File: src/hdl/wart_pkg.sv
// ----------------------------------------------------------------------------
// Weekly alarm relay timer package
// Shared types and constants for the alarm cell chain and its controller.
// ----------------------------------------------------------------------------
package wart_pkg;

    localparam int IDX_W  = 4;
    localparam int DAYS_W = 8;
    localparam int HOUR_W = 5;
    localparam int MIN_W  = 6;
    localparam int DOW_W  = 3;
    localparam int DUR_W  = 7;
    localparam int CNT_W  = 5;

    localparam logic [3:0] DAY_BIT_BASE = 4'd8;

    localparam logic [1:0] REG_ALARM_ENABLE = 2'd0;
    localparam logic [1:0] REG_PROGRAM_MODE = 2'd1;
    localparam logic [1:0] REG_ALARM_COUNT  = 2'd2;

    typedef struct packed {
        logic [DAYS_W-1:0] days;
        logic [HOUR_W-1:0] hour;
        logic [MIN_W-1:0]  minute;
        logic [DUR_W-1:0]  duration;
    } slot_t;

    typedef struct packed {
        logic             en;
        logic [IDX_W-1:0] index;
        slot_t            slot;
    } slot_wr_t;

    typedef struct packed {
        logic              valid;
        logic              hit;
        logic [IDX_W-1:0]  hit_index;
        logic [DUR_W-1:0]  hit_duration;
        logic [HOUR_W-1:0] hour;
        logic [MIN_W-1:0]  minute;
        logic [DAYS_W-1:0] day_sel;
    } probe_t;

endpackage

File: src/hdl/weekly_alarm_relay_timer_top.sv
// ----------------------------------------------------------------------------
// Weekly alarm relay timer
// Weekly alarm table with countdown or direct relay switching on minute change.
// ----------------------------------------------------------------------------
// Each alarm slot lives in its own cell; a tick sends a probe down the row of
// ALARM_SLOTS cells, one cell per cycle, and the first matching cell marks it.
// A tick transaction holds off the next input while the probe walks the cell
// row and until its result is registered; a table write skips the walk but
// likewise waits for the output register. One item is worked on at a time.
// The result sits in an output register, so a new item is accepted while the
// previous result still waits. Table slots have no reset and must be written
// before alarm_count covers them.
module weekly_alarm_relay_timer_top #(
    parameter int ALARM_SLOTS = 16
) (
    input  logic        aclk,
    input  logic        aresetn,
    // config write port
    input  logic        cfg_wr_en,
    input  logic [1:0]  cfg_addr,
    input  logic [4:0]  cfg_wdata,
    // input stream
    input  logic        s_tvalid,
    output logic        s_tready,
    // tdata: now_hour[4:0], now_minute[10:5], now_dow[13:11], entry_index[17:14],
    //        entry_days[25:18], entry_hour[30:26], entry_minute[36:31],
    //        entry_duration[43:37], zero fill[47:44]
    input  logic [47:0] s_tdata,
    // tuser: op[0]
    input  logic        s_tuser,
    // result stream
    output logic        m_tvalid,
    input  logic        m_tready,
    // tdata: relay_level[0], led_level[1], beep[2], remaining[9:3], matched[10],
    //        match_index[14:11], zero fill[15]
    output logic [15:0] m_tdata
);

    localparam logic [1:0] ST_IDLE = 2'd0;
    localparam logic [1:0] ST_SCAN = 2'd1;
    localparam logic [1:0] ST_DONE = 2'd2;

    logic [1:0] state_reg;
    logic [1:0] state_next;

    logic                       alarm_enable_reg;
    logic                       program_mode_reg;
    logic [wart_pkg::CNT_W-1:0] alarm_count_reg;

    logic [wart_pkg::DUR_W-1:0] remaining_reg;
    logic [wart_pkg::MIN_W-1:0] last_minute_reg;
    logic                       relay_reg;
    logic                       led_reg;

    logic                       beep_reg;
    logic                       matched_reg;
    logic [wart_pkg::IDX_W-1:0] match_index_reg;

    logic        m_tvalid_reg;
    logic [15:0] m_tdata_reg;

    logic                        in_accept;
    logic                        out_free;
    logic [wart_pkg::HOUR_W-1:0] in_hour;
    logic [wart_pkg::MIN_W-1:0]  in_minute;
    logic [wart_pkg::DOW_W-1:0]  in_dow;
    logic                        scan_on;
    logic [wart_pkg::DAYS_W-1:0] day_sel;

    wart_pkg::slot_wr_t slot_wr;
    wart_pkg::probe_t   probe_head;
    wart_pkg::probe_t   chain [0:ALARM_SLOTS];
    wart_pkg::probe_t   probe_end;

    logic [wart_pkg::DUR_W-1:0] rem_base;

    assign s_tready  = (state_reg == ST_IDLE);
    assign in_accept = s_tvalid && s_tready;
    assign out_free  = !m_tvalid_reg || m_tready;

    assign in_hour   = s_tdata[4:0];
    assign in_minute = s_tdata[10:5];
    assign in_dow    = s_tdata[13:11];

    assign scan_on = (in_minute != last_minute_reg) && alarm_enable_reg;

    always_comb begin
        if (!scan_on || (in_dow == '0)) begin
            day_sel = '0;
        end else begin
            day_sel = 8'd1 << (wart_pkg::DAY_BIT_BASE - {1'b0, in_dow});
        end
    end

    always_comb begin
        slot_wr.en            = in_accept && s_tuser;
        slot_wr.index         = s_tdata[17:14];
        slot_wr.slot.days     = s_tdata[25:18];
        slot_wr.slot.hour     = s_tdata[30:26];
        slot_wr.slot.minute   = s_tdata[36:31];
        slot_wr.slot.duration = s_tdata[43:37];
    end

    always_comb begin
        probe_head            = '0;
        probe_head.valid      = in_accept && !s_tuser;
        probe_head.hour       = in_hour;
        probe_head.minute     = in_minute;
        probe_head.day_sel    = day_sel;
    end

    assign chain[0] = probe_head;

    for (genvar k = 0; k < ALARM_SLOTS; k++) begin : g_cell
        wart_cell #(
            .SLOT_ID(k)
        ) u_cell (
            .aclk       (aclk),
            .aresetn    (aresetn),
            .wr         (slot_wr),
            .alarm_count(alarm_count_reg),
            .probe_in   (chain[k]),
            .probe_out  (chain[k+1])
        );
    end

    assign probe_end = chain[ALARM_SLOTS];

    assign rem_base = (probe_end.hit && !program_mode_reg) ? probe_end.hit_duration
                                                           : remaining_reg;

    always_comb begin
        state_next = state_reg;
        unique case (state_reg)
            ST_IDLE: begin
                if (in_accept) begin
                    state_next = s_tuser ? ST_DONE : ST_SCAN;
                end
            end
            ST_SCAN: begin
                if (probe_end.valid) begin
                    state_next = ST_DONE;
                end
            end
            ST_DONE: begin
                if (out_free) begin
                    state_next = ST_IDLE;
                end
            end
            default: begin
                state_next = ST_IDLE;
            end
        endcase
    end

    always_ff @(posedge aclk) begin
        if (!aresetn) begin
            alarm_enable_reg <= 1'b0;
            program_mode_reg <= 1'b0;
            alarm_count_reg  <= '0;
        end else if (cfg_wr_en) begin
            unique case (cfg_addr)
                wart_pkg::REG_ALARM_ENABLE: alarm_enable_reg <= cfg_wdata[0];
                wart_pkg::REG_PROGRAM_MODE: program_mode_reg <= cfg_wdata[0];
                wart_pkg::REG_ALARM_COUNT:  alarm_count_reg  <= cfg_wdata;
                default: begin
                end
            endcase
        end
    end

    always_ff @(posedge aclk) begin
        if (!aresetn) begin
            state_reg       <= ST_IDLE;
            remaining_reg   <= '0;
            last_minute_reg <= '0;
            relay_reg       <= 1'b0;
            led_reg         <= 1'b0;
            beep_reg        <= 1'b0;
            matched_reg     <= 1'b0;
            match_index_reg <= '0;
            m_tvalid_reg    <= 1'b0;
        end else begin
            state_reg <= state_next;
            if (m_tvalid_reg && m_tready && (state_reg != ST_DONE)) begin
                m_tvalid_reg <= 1'b0;
            end
            unique case (state_reg)
                ST_IDLE: begin
                    if (in_accept) begin
                        beep_reg        <= 1'b0;
                        matched_reg     <= 1'b0;
                        match_index_reg <= '0;
                        if (!s_tuser) begin
                            last_minute_reg <= in_minute;
                        end
                    end
                end
                ST_SCAN: begin
                    if (probe_end.valid) begin
                        matched_reg     <= probe_end.hit;
                        match_index_reg <= probe_end.hit ? probe_end.hit_index : '0;
                        if (!program_mode_reg) begin
                            if (rem_base == '0) begin
                                relay_reg     <= 1'b1;
                                remaining_reg <= rem_base;
                            end else begin
                                relay_reg     <= 1'b0;
                                remaining_reg <= rem_base - 1'b1;
                                beep_reg      <= 1'b1;
                            end
                        end else if (probe_end.hit) begin
                            relay_reg <= (probe_end.hit_duration == '0);
                            led_reg   <= (probe_end.hit_duration != '0);
                        end
                    end
                end
                ST_DONE: begin
                    if (out_free) begin
                        m_tvalid_reg <= 1'b1;
                    end
                end
                default: begin
                end
            endcase
        end
    end

    always_ff @(posedge aclk) begin
        if ((state_reg == ST_DONE) && out_free) begin
            m_tdata_reg <= {1'b0, match_index_reg, matched_reg, remaining_reg,
                            beep_reg, led_reg, relay_reg};
        end
    end

    assign m_tvalid = m_tvalid_reg;
    assign m_tdata  = m_tdata_reg;

endmodule

File: src/hdl/wart_cell.sv
// ----------------------------------------------------------------------------
// Alarm cell
// Holds one alarm slot and compares the passing probe against it, handing
// the probe on to the next cell every cycle.
// ----------------------------------------------------------------------------
module wart_cell #(
    parameter int SLOT_ID = 0
) (
    input  logic                       aclk,
    input  logic                       aresetn,
    input  wart_pkg::slot_wr_t         wr,
    input  logic [wart_pkg::CNT_W-1:0] alarm_count,
    input  wart_pkg::probe_t           probe_in,
    output wart_pkg::probe_t           probe_out
);

    localparam logic [wart_pkg::IDX_W-1:0] SLOT_IDX = wart_pkg::IDX_W'(SLOT_ID);

    wart_pkg::slot_t  slot_reg;
    wart_pkg::probe_t probe_reg;
    wart_pkg::probe_t probe_next;
    logic             slot_match;

    always_comb begin
        slot_match = slot_reg.days[0]
                  && (slot_reg.hour == probe_in.hour)
                  && (slot_reg.minute == probe_in.minute)
                  && ((slot_reg.days & probe_in.day_sel) != '0)
                  && (SLOT_ID < int'(alarm_count));
        probe_next = probe_in;
        if (probe_in.valid && !probe_in.hit && slot_match) begin
            probe_next.hit          = 1'b1;
            probe_next.hit_index    = SLOT_IDX;
            probe_next.hit_duration = slot_reg.duration;
        end
    end

    always_ff @(posedge aclk) begin
        if (wr.en && (int'(wr.index) == SLOT_ID)) begin
            slot_reg <= wr.slot;
        end
    end

    always_ff @(posedge aclk) begin
        if (!aresetn) begin
            probe_reg <= '0;
        end else begin
            probe_reg <= probe_next;
        end
    end

    assign probe_out = probe_reg;

endmodule

File: config.mk
export PLATFORM = sky130hd
export DESIGN_NAME = weekly_alarm_relay_timer_top
export DESIGN_NICKNAME = d
export VERILOG_FILES = /design/src/hdl/wart_pkg.sv /design/src/hdl/weekly_alarm_relay_timer_top.sv /design/src/hdl/wart_cell.sv
export SDC_FILE = /design/constraint.sdc
export NUM_CORES = 1
export LEC_CHECK = 0
export CORE_MARGIN = 5
export CORE_UTILIZATION = 47
export DETAILED_ROUTE_END_ITERATION = 6
export DONT_BUFFER_PORTS = 1
export RECOVER_POWER = 100
export SLEW_MARGIN = 20
export SYNTH_ARGS = -nofsm -noshare
export SYNTH_HDL_FRONTEND = slang
export SYNTH_SLANG_ARGS = --single-unit
File: constraint.sdc
create_clock -name aclk -period 3.4 [get_ports aclk]
set_input_delay 0.17 -clock aclk [delete_from_list [all_inputs] [get_ports aclk]]
set_output_delay 0.17 -clock aclk [all_outputs]
set_load 0.05 [all_outputs]
== After elaboration in Yosys (flattened, before gate mapping) ==
Cells that the tools add are included.
Operators by class
  div/mod/pow operators: 0
  equal/unequal tests: 59
  bitwise gates (word level): 19
  $mul: 0
  $add $sub $neg: 2
  order comparisons: 16
  reductions and logical operators: 189
  muxes and demuxes: 41
  shift operators: 1
Operators with widths (number)
  $mux 12: 16
  $and 8x8->8: 16
  $reduce_bool 8->1: 16
  $logic_and 1x1->1: 119
  $eq 6x6->1: 16
  $eq 5x5->1: 16
  $lt 4x5->1 const A: 8
  $eq 4x4->1 const B: 8
  $reduce_or 2->1: 14
  $lt 3x5->1 const A: 4
  $logic_not 1->1: 19
  $eq 4x3->1 const B: 4
  $reduce_and 3->1: 5
  $logic_not 7->1: 2
  $mux 7: 2
  $mux 4: 3
  $mux 1: 11
  $lt 1x5->1 const A: 2
  $lt 2x5->1 const A: 2
  $eq 4x2->1 const B: 2
  $mux 2: 4
  $mux 8: 1
  $ne 2x2->1 const B: 4
  $pmux 4 s2: 1
  20 further kinds: 32
Word-level totals
  register bits after elaboration: 955
  RAM bits: 0
  memories: 0
  memory bits (read-only): 0
  bits in latches: 0
  input port bits: 61
  logic and storage cells: 527
  output and inout port bits: 18

== Depth between registers and ports, before layout ==
  depth in word-level cells: 11
  gate-level depth with buffers: 10
  depth with buffers taken out: 7

== Cells and area by module ==
From an unflattened synthesis, not the netlist that was laid out.
Second synthesis, totals
  cell total of the unflattened synthesis: 2377
  area, all modules: 33296.9 µm²
Modules (own cells, without submodules)
  weekly_alarm_relay_timer_top: sequential area each 1071.0 µm², cells an instance 200, instances 1, area an instance 2158.3 µm²
  wart_cell at g_cell[4].u_cell: sequential area each 1421.4 µm², cells an instance 141, instances 1, area an instance 1968.1 µm²
  wart_cell at g_cell[10].u_cell: sequential area each 1421.4 µm², cells an instance 138, instances 1, area an instance 1966.9 µm²
  wart_cell at g_cell[9].u_cell: sequential area each 1421.4 µm², cells an instance 135, instances 1, area an instance 1964.4 µm²
  wart_cell at g_cell[2].u_cell: sequential area each 1421.4 µm², cells an instance 139, instances 1, area an instance 1959.4 µm²
  wart_cell at g_cell[0].u_cell: sequential area each 1421.4 µm², cells an instance 137, instances 1, area an instance 1954.4 µm²
  wart_cell at g_cell[15].u_cell: sequential area each 1421.4 µm², cells an instance 132, instances 1, area an instance 1946.9 µm²
  wart_cell at g_cell[3].u_cell: sequential area each 1421.4 µm², cells an instance 137, instances 1, area an instance 1944.4 µm²
  wart_cell at g_cell[12].u_cell: sequential area each 1421.4 µm², cells an instance 133, instances 1, area an instance 1943.1 µm²
  wart_cell at g_cell[8].u_cell: sequential area each 1421.4 µm², cells an instance 139, instances 1, area an instance 1940.6 µm²
  wart_cell at g_cell[1].u_cell: sequential area each 1421.4 µm², cells an instance 134, instances 1, area an instance 1939.4 µm²
  wart_cell at g_cell[14].u_cell: sequential area each 1421.4 µm², cells an instance 138, instances 1, area an instance 1938.1 µm²
  wart_cell at g_cell[5].u_cell: sequential area each 1421.4 µm², cells an instance 134, instances 1, area an instance 1938.1 µm²
  wart_cell at g_cell[6].u_cell: sequential area each 1421.4 µm², cells an instance 135, instances 1, area an instance 1938.1 µm²
  +3 rows

== Least setup slack after synthesis ==
OpenSTA, ideal clock, no wires.
  kind: register -> register
  from: reg state_reg[1]
  to: reg g_cell[0].u_cell.slot_reg[0] in the netlist's numbering, enable pin
  path buffers: 0
  period minus slack after synthesis: 3.544 ns
  stages on the path, launching flop included: 5
  data required time: 2.958 ns
  library setup time: 0.442 ns
  arrival: 3.102 ns
  setup slack: -0.144 ns
  path through: dfxtp_1 -> nor2_4 -> nand3_1 -> or3_1 -> nor3_1
Between the ends
  word-level cells in the longest chain between the ends: 4
RTL lines
  start, declared: line weekly_alarm_relay_timer_top.sv:43  | logic [1:0] state_reg;
  start signal, assigned: line weekly_alarm_relay_timer_top.sv:184  | state_reg <= state_next;
  $logic_not 2->1: line weekly_alarm_relay_timer_top.sv:77  | assign s_tready = (state_reg == ST_IDLE);
  via s_tready: line weekly_alarm_relay_timer_top.sv:24  | output logic s_tready,
  $logic_and 1x1->1: line weekly_alarm_relay_timer_top.sv:78  | assign in_accept = s_tvalid && s_tready;
  $logic_and 1x1->1: line weekly_alarm_relay_timer_top.sv:96  | slot_wr.en = in_accept && s_tuser;
  $logic_and 1x1->1: line wart_cell.sv:39  | if (wr.en && (int'(wr.index) == SLOT_ID)) begin
  end signal, assigned: line wart_cell.sv:40  | slot_reg <= wr.slot;
  end, declared: line wart_cell.sv:19  | wart_pkg::slot_t slot_reg;
The timed path passes the listed nets, and every way through them passes these cells.
A chain may end at the register's enable or synchronous reset.

== Worst setup path after layout ==
  from: reg state_reg[1]
  to: reg g_cell[2].u_cell.slot_reg[5] in the netlist's numbering, enable pin
Between the ends
  word-level cells in the longest chain between the ends: 4
RTL lines (line)
  $logic_not 2->1: weekly_alarm_relay_timer_top.sv:77
  via s_tready: weekly_alarm_relay_timer_top.sv:24
  $logic_and 1x1->1: weekly_alarm_relay_timer_top.sv:78
  $logic_and 1x1->1: weekly_alarm_relay_timer_top.sv:96
  $logic_and 1x1->1: wart_cell.sv:39
  end signal, assigned: wart_cell.sv:40
  end, declared: wart_cell.sv:19
The timed path passes the listed nets, and every way through them passes these cells.

==> qor.txt <==
Post-Synthesis Net Count = 2380
Seq/Total Area, Yosys = 0.730
Worst Path Required = 3.67 ns
synthesized instance count = 2317
sequential cell fraction of total power = 0.532
final wirelength = 74.6 mm
Data arrival, critical path = 3.35 ns
Post-Route Skew = 0.0238 ns
cell type with the largest total area after synthesis = sky130_fd_sc_hd__edfxtp_1
final weighted congestion in routability-driven placement = 0.792
share of layout cells above drive strength 1 = 0.0723
register bit total from synthesis = 940
power per standard cell area = 599 mW/mm^2
RSZ-0062 raised after global routing = no
area share of the largest cell type after synthesis = 0.409
Clk pin slew, worst setup/hold paths = 0.06 ns
detail-routed via count per cell = 5.22
violated checks = capacitance limit, slew limit
vias after detailed routing = 18216
count of max-cap constraint violations = 10
initial core utilization = 0.472
worst IR drop on VDD = 427 uV
antenna violations before repair = 10
reg-to-reg setup timing slack = 0.32 ns
Area growth syn-to-layout = 18.3%
min cycle time layout = 3.08 ns
Pre-antenna DRT Iters = 5
critical path type = reg2reg
delay-heaviest family, CP = simple AND/OR/NAND/NOR gates
library cell used as clock root buffer = sky130_fd_sc_hd__clkbuf_16
total count of hold-check failures in the final report = 0
gr usage total = 0.202
maximum frequency from static timing analysis = 0.325 GHz
count of buffers from port buffering = 0
Worst Max-Slew Pin Slew = 2.55 ns
crit path max-delay cell type = sky130_fd_sc_hd__dlygate4sd3_1
cell row count = 95
sum of negative setup slack = 0 ns
Clock Power Share = 0.446
fin crit share = 0.905
Area contributors post-synth = sky130_fd_sc_hd__edfxtp_1, sky130_fd_sc_hd__dfxtp_1, sky130_fd_sc_hd__and2_1, sky130_fd_sc_hd__xor2_1, sky130_fd_sc_hd__xnor2_1
max-slew violation count = 399
max FFs per register = 478
series of cell instances along the critical path = nor2_4 > nand3_1 > nor2_1 > nand2_1 > nor3_2 > dlygate4sd3_1 > clkbuf_2
overflow left after global routing = 0
Bufs and invs on worst path = 2
post-CTS setup buffers = 0
maximum number of buffers from clock root to sink = 3
post-synthesis async set-or-reset flop share = 0
count of pins on the block boundary = 79
Pleak = 13.4 nW
nets = 2598
number of nets still failing antenna checks after routing = 0
area of the core = 0.0670 sq mm
status = finished with violations
synthesized area per cell = 13.7 sq um
number of cells upsized or downsized after cts = 0
clock insertion delay at the later pin of the skew report = 0.65 ns
die area = 0.0727 sq mm
switching pwr = 0.00456 W
final instance area = 0.0375 sq mm
Num CTS Buffers = 93
netlist area before placement = 0.0317 sq mm
cell area reported after detailed placement = 0.0326 sq mm
remaining max-slew budget at the tightest pin = -0.698
element type at the critical path start = flip-flop
average detailed-routed wire length per instance = 21.4 um
total of warnings raised by yosys = 0
cell with the most instances after synthesis = sky130_fd_sc_hd__dfxtp_1
top cell types by occurrence after synthesis = sky130_fd_sc_hd__dfxtp_1, sky130_fd_sc_hd__edfxtp_1, sky130_fd_sc_hd__and2_1
delay of the slowest cell on the worst path = 0.57 ns
wire length of the first global-routing pass = 113 mm
Synth Flop Type = sky130_fd_sc_hd__dfxtp_1
relative contribution of combinational cells to total power = 0.022
switching power as a share of total power = 0.203
Die Ht = 270 um
clock tree from TritonCTS = done
chip width = 270 um
HPWL Detailed = 46.3 mm
remaining routing DRC violations = 0
Crit. End Element = flip-flop
H-Tree Level Count = 3
number of setup violations in the final report = 0
number of enable-type register cells in the synthesized netlist = 431
number of distinct library cells after synthesis = 62
highest net fanout along the worst path = 26
count of filler cells inserted in the layout = 5437
Internal Dissipation = 0.0179 W
type of the worst min-delay path = in2reg
number of DRC markers in iteration 0 = 1354
CTS sink count = 940
maximum number of pins on one net before global-route repair = 265
vias in the first global route = 18781
cells by family after synthesis:
family | count (synthesis) | synth area share
xor gates and xnor gates | 187 | 0.0517
DFF | 940 | 0.730
other | 1 | 0.000118
buffers and inverters | 103 | 0.0129
muxes | 34 | 0.0108
and+or+nand+nor | 720 | 0.131
AOI/OAI and AO/OA | 330 | 0.0627
adders and majority gates | 2 | 0.000790
through the flow:
| step | total power [W] | util | std cells | hold slack (ns) | worst slack, ns |
|---|---|---|---|---|---|
| 2_1_floorplan | 0.0124 | - | 2317 | 0.269 | 0.0414 |
| 3_3_place_gp | 0.0124 | 0.486 | 3117 | 0.252 | 0.909 |
| 3_5_place_dp | 0.0124 | 0.486 | 3117 | 0.250 | 0.876 |
| 4_1_cts | 0.0227 | 0.564 | 3487 | 0.00514 | 0.534 |
| 5_1_grt | 0.0232 | 0.559 | 3488 | 0.00532 | 0.228 |
| 6_report | 0.0225 | 0.559 | 3488 | 0.0159 | 0.321 |
layout by cell type, fill, tap and decap left out, types with 11 or more instances in the layout:
cell type,instances
sky130_fd_sc_hd__nor4_1,23
sky130_fd_sc_hd__and3_1,12
sky130_fd_sc_hd__nor2_1,51
sky130_fd_sc_hd__a22oi_1,65
sky130_fd_sc_hd__nand2_1,83
sky130_fd_sc_hd__clkbuf_8,30
sky130_fd_sc_hd__edfxtp_1,431
sky130_fd_sc_hd__xnor2_1,83
sky130_fd_sc_hd__clkbuf_16,96
sky130_fd_sc_hd__clkbuf_2,16
sky130_fd_sc_hd__nor3_1,21
sky130_fd_sc_hd__clkbuf_1,45
sky130_fd_sc_hd__o21ai_0,93
sky130_fd_sc_hd__or3_1,14
sky130_fd_sc_hd__nand3_1,96
sky130_fd_sc_hd__mux2i_1,33
sky130_fd_sc_hd__dlygate4sd3_1,179
sky130_fd_sc_hd__nor2_2,11
sky130_fd_sc_hd__o21a_1,39
sky130_fd_sc_hd__dfxtp_1,509
sky130_fd_sc_hd__and2_0,122
sky130_fd_sc_hd__nand4_1,34
sky130_fd_sc_hd__and2_1,188
sky130_fd_sc_hd__xor2_1,104
sky130_fd_sc_hd__a21oi_1,111
repair_timing:
item | CTS | global route
endpoints found under the setup margin | 0 | 0
hold buffers | 196 | 0
hold endpoints to repair | 917 | 0
per-layer routing:
layer / GRT usage / up-vias / share of wire / routed length (um)
met5: 0 / - / 0 / 0
met4: 0.0509 / 0 / 0.019 / 1430
met3: 0.0329 / 116 / 0.045 / 3340
met2: 0.365 / 401 / 0.52 / 38600
met1: 0.254 / 9057 / 0.42 / 31200
li1: - / 8642 / - / -
path summary, 6_finish.rpt:
path | end | startpoint | cells after the start
hold reg to reg | g_cell[14].u_cell.probe_out[26]$_SDFF_PP0_ | g_cell[13].u_cell.probe_out[26]$_SDFF_PN0_ | 2
hold / removal | g_cell[0].u_cell.probe_out[30]$_SDFF_PN0_ | s_tdata[11] | 2
setup reg to reg | g_cell[2].u_cell.slot_reg[5]$_DFFE_PP_ | state_reg[1]$_SDFFE_PN0P_ | 7
setup / recovery | g_cell[2].u_cell.slot_reg[5]$_DFFE_PP_ | state_reg[1]$_SDFFE_PN0P_ | 7
worst register-to-register path: cells and delay by family (launching register included):
family                 cells  cell delay [ns]
AND/OR/NAND/NOR            5             1.21
flip-flops                 1             0.39
buffers and inverters      2             1.10
power by group through the flow:
stage               sequential [W]  clock (W)  combinational (W)
floorplan                   0.0122          0           0.000205
global placement            0.0122          0           0.000200
detailed placement          0.0122          0           0.000204
CTS                         0.0119     0.0102           0.000545
global route                0.0119     0.0107           0.000527
finish                      0.0119     0.0100           0.000491
layout make-up:
type	count	area [sq um]	area share
flip-flops and latches	940	23100	0.617
multi-input cells	1274	8150	0.217
clock buffers	153	2920	0.0778
repair buffers	217	1970	0.0526
diodes	1	2.50	0.0000668
well taps	873	1090	0.0292
clock inverters	21	170	0.00454
inverters	9	38.8	0.00104
No activity file was read; power rests on OpenSTA's default activity.
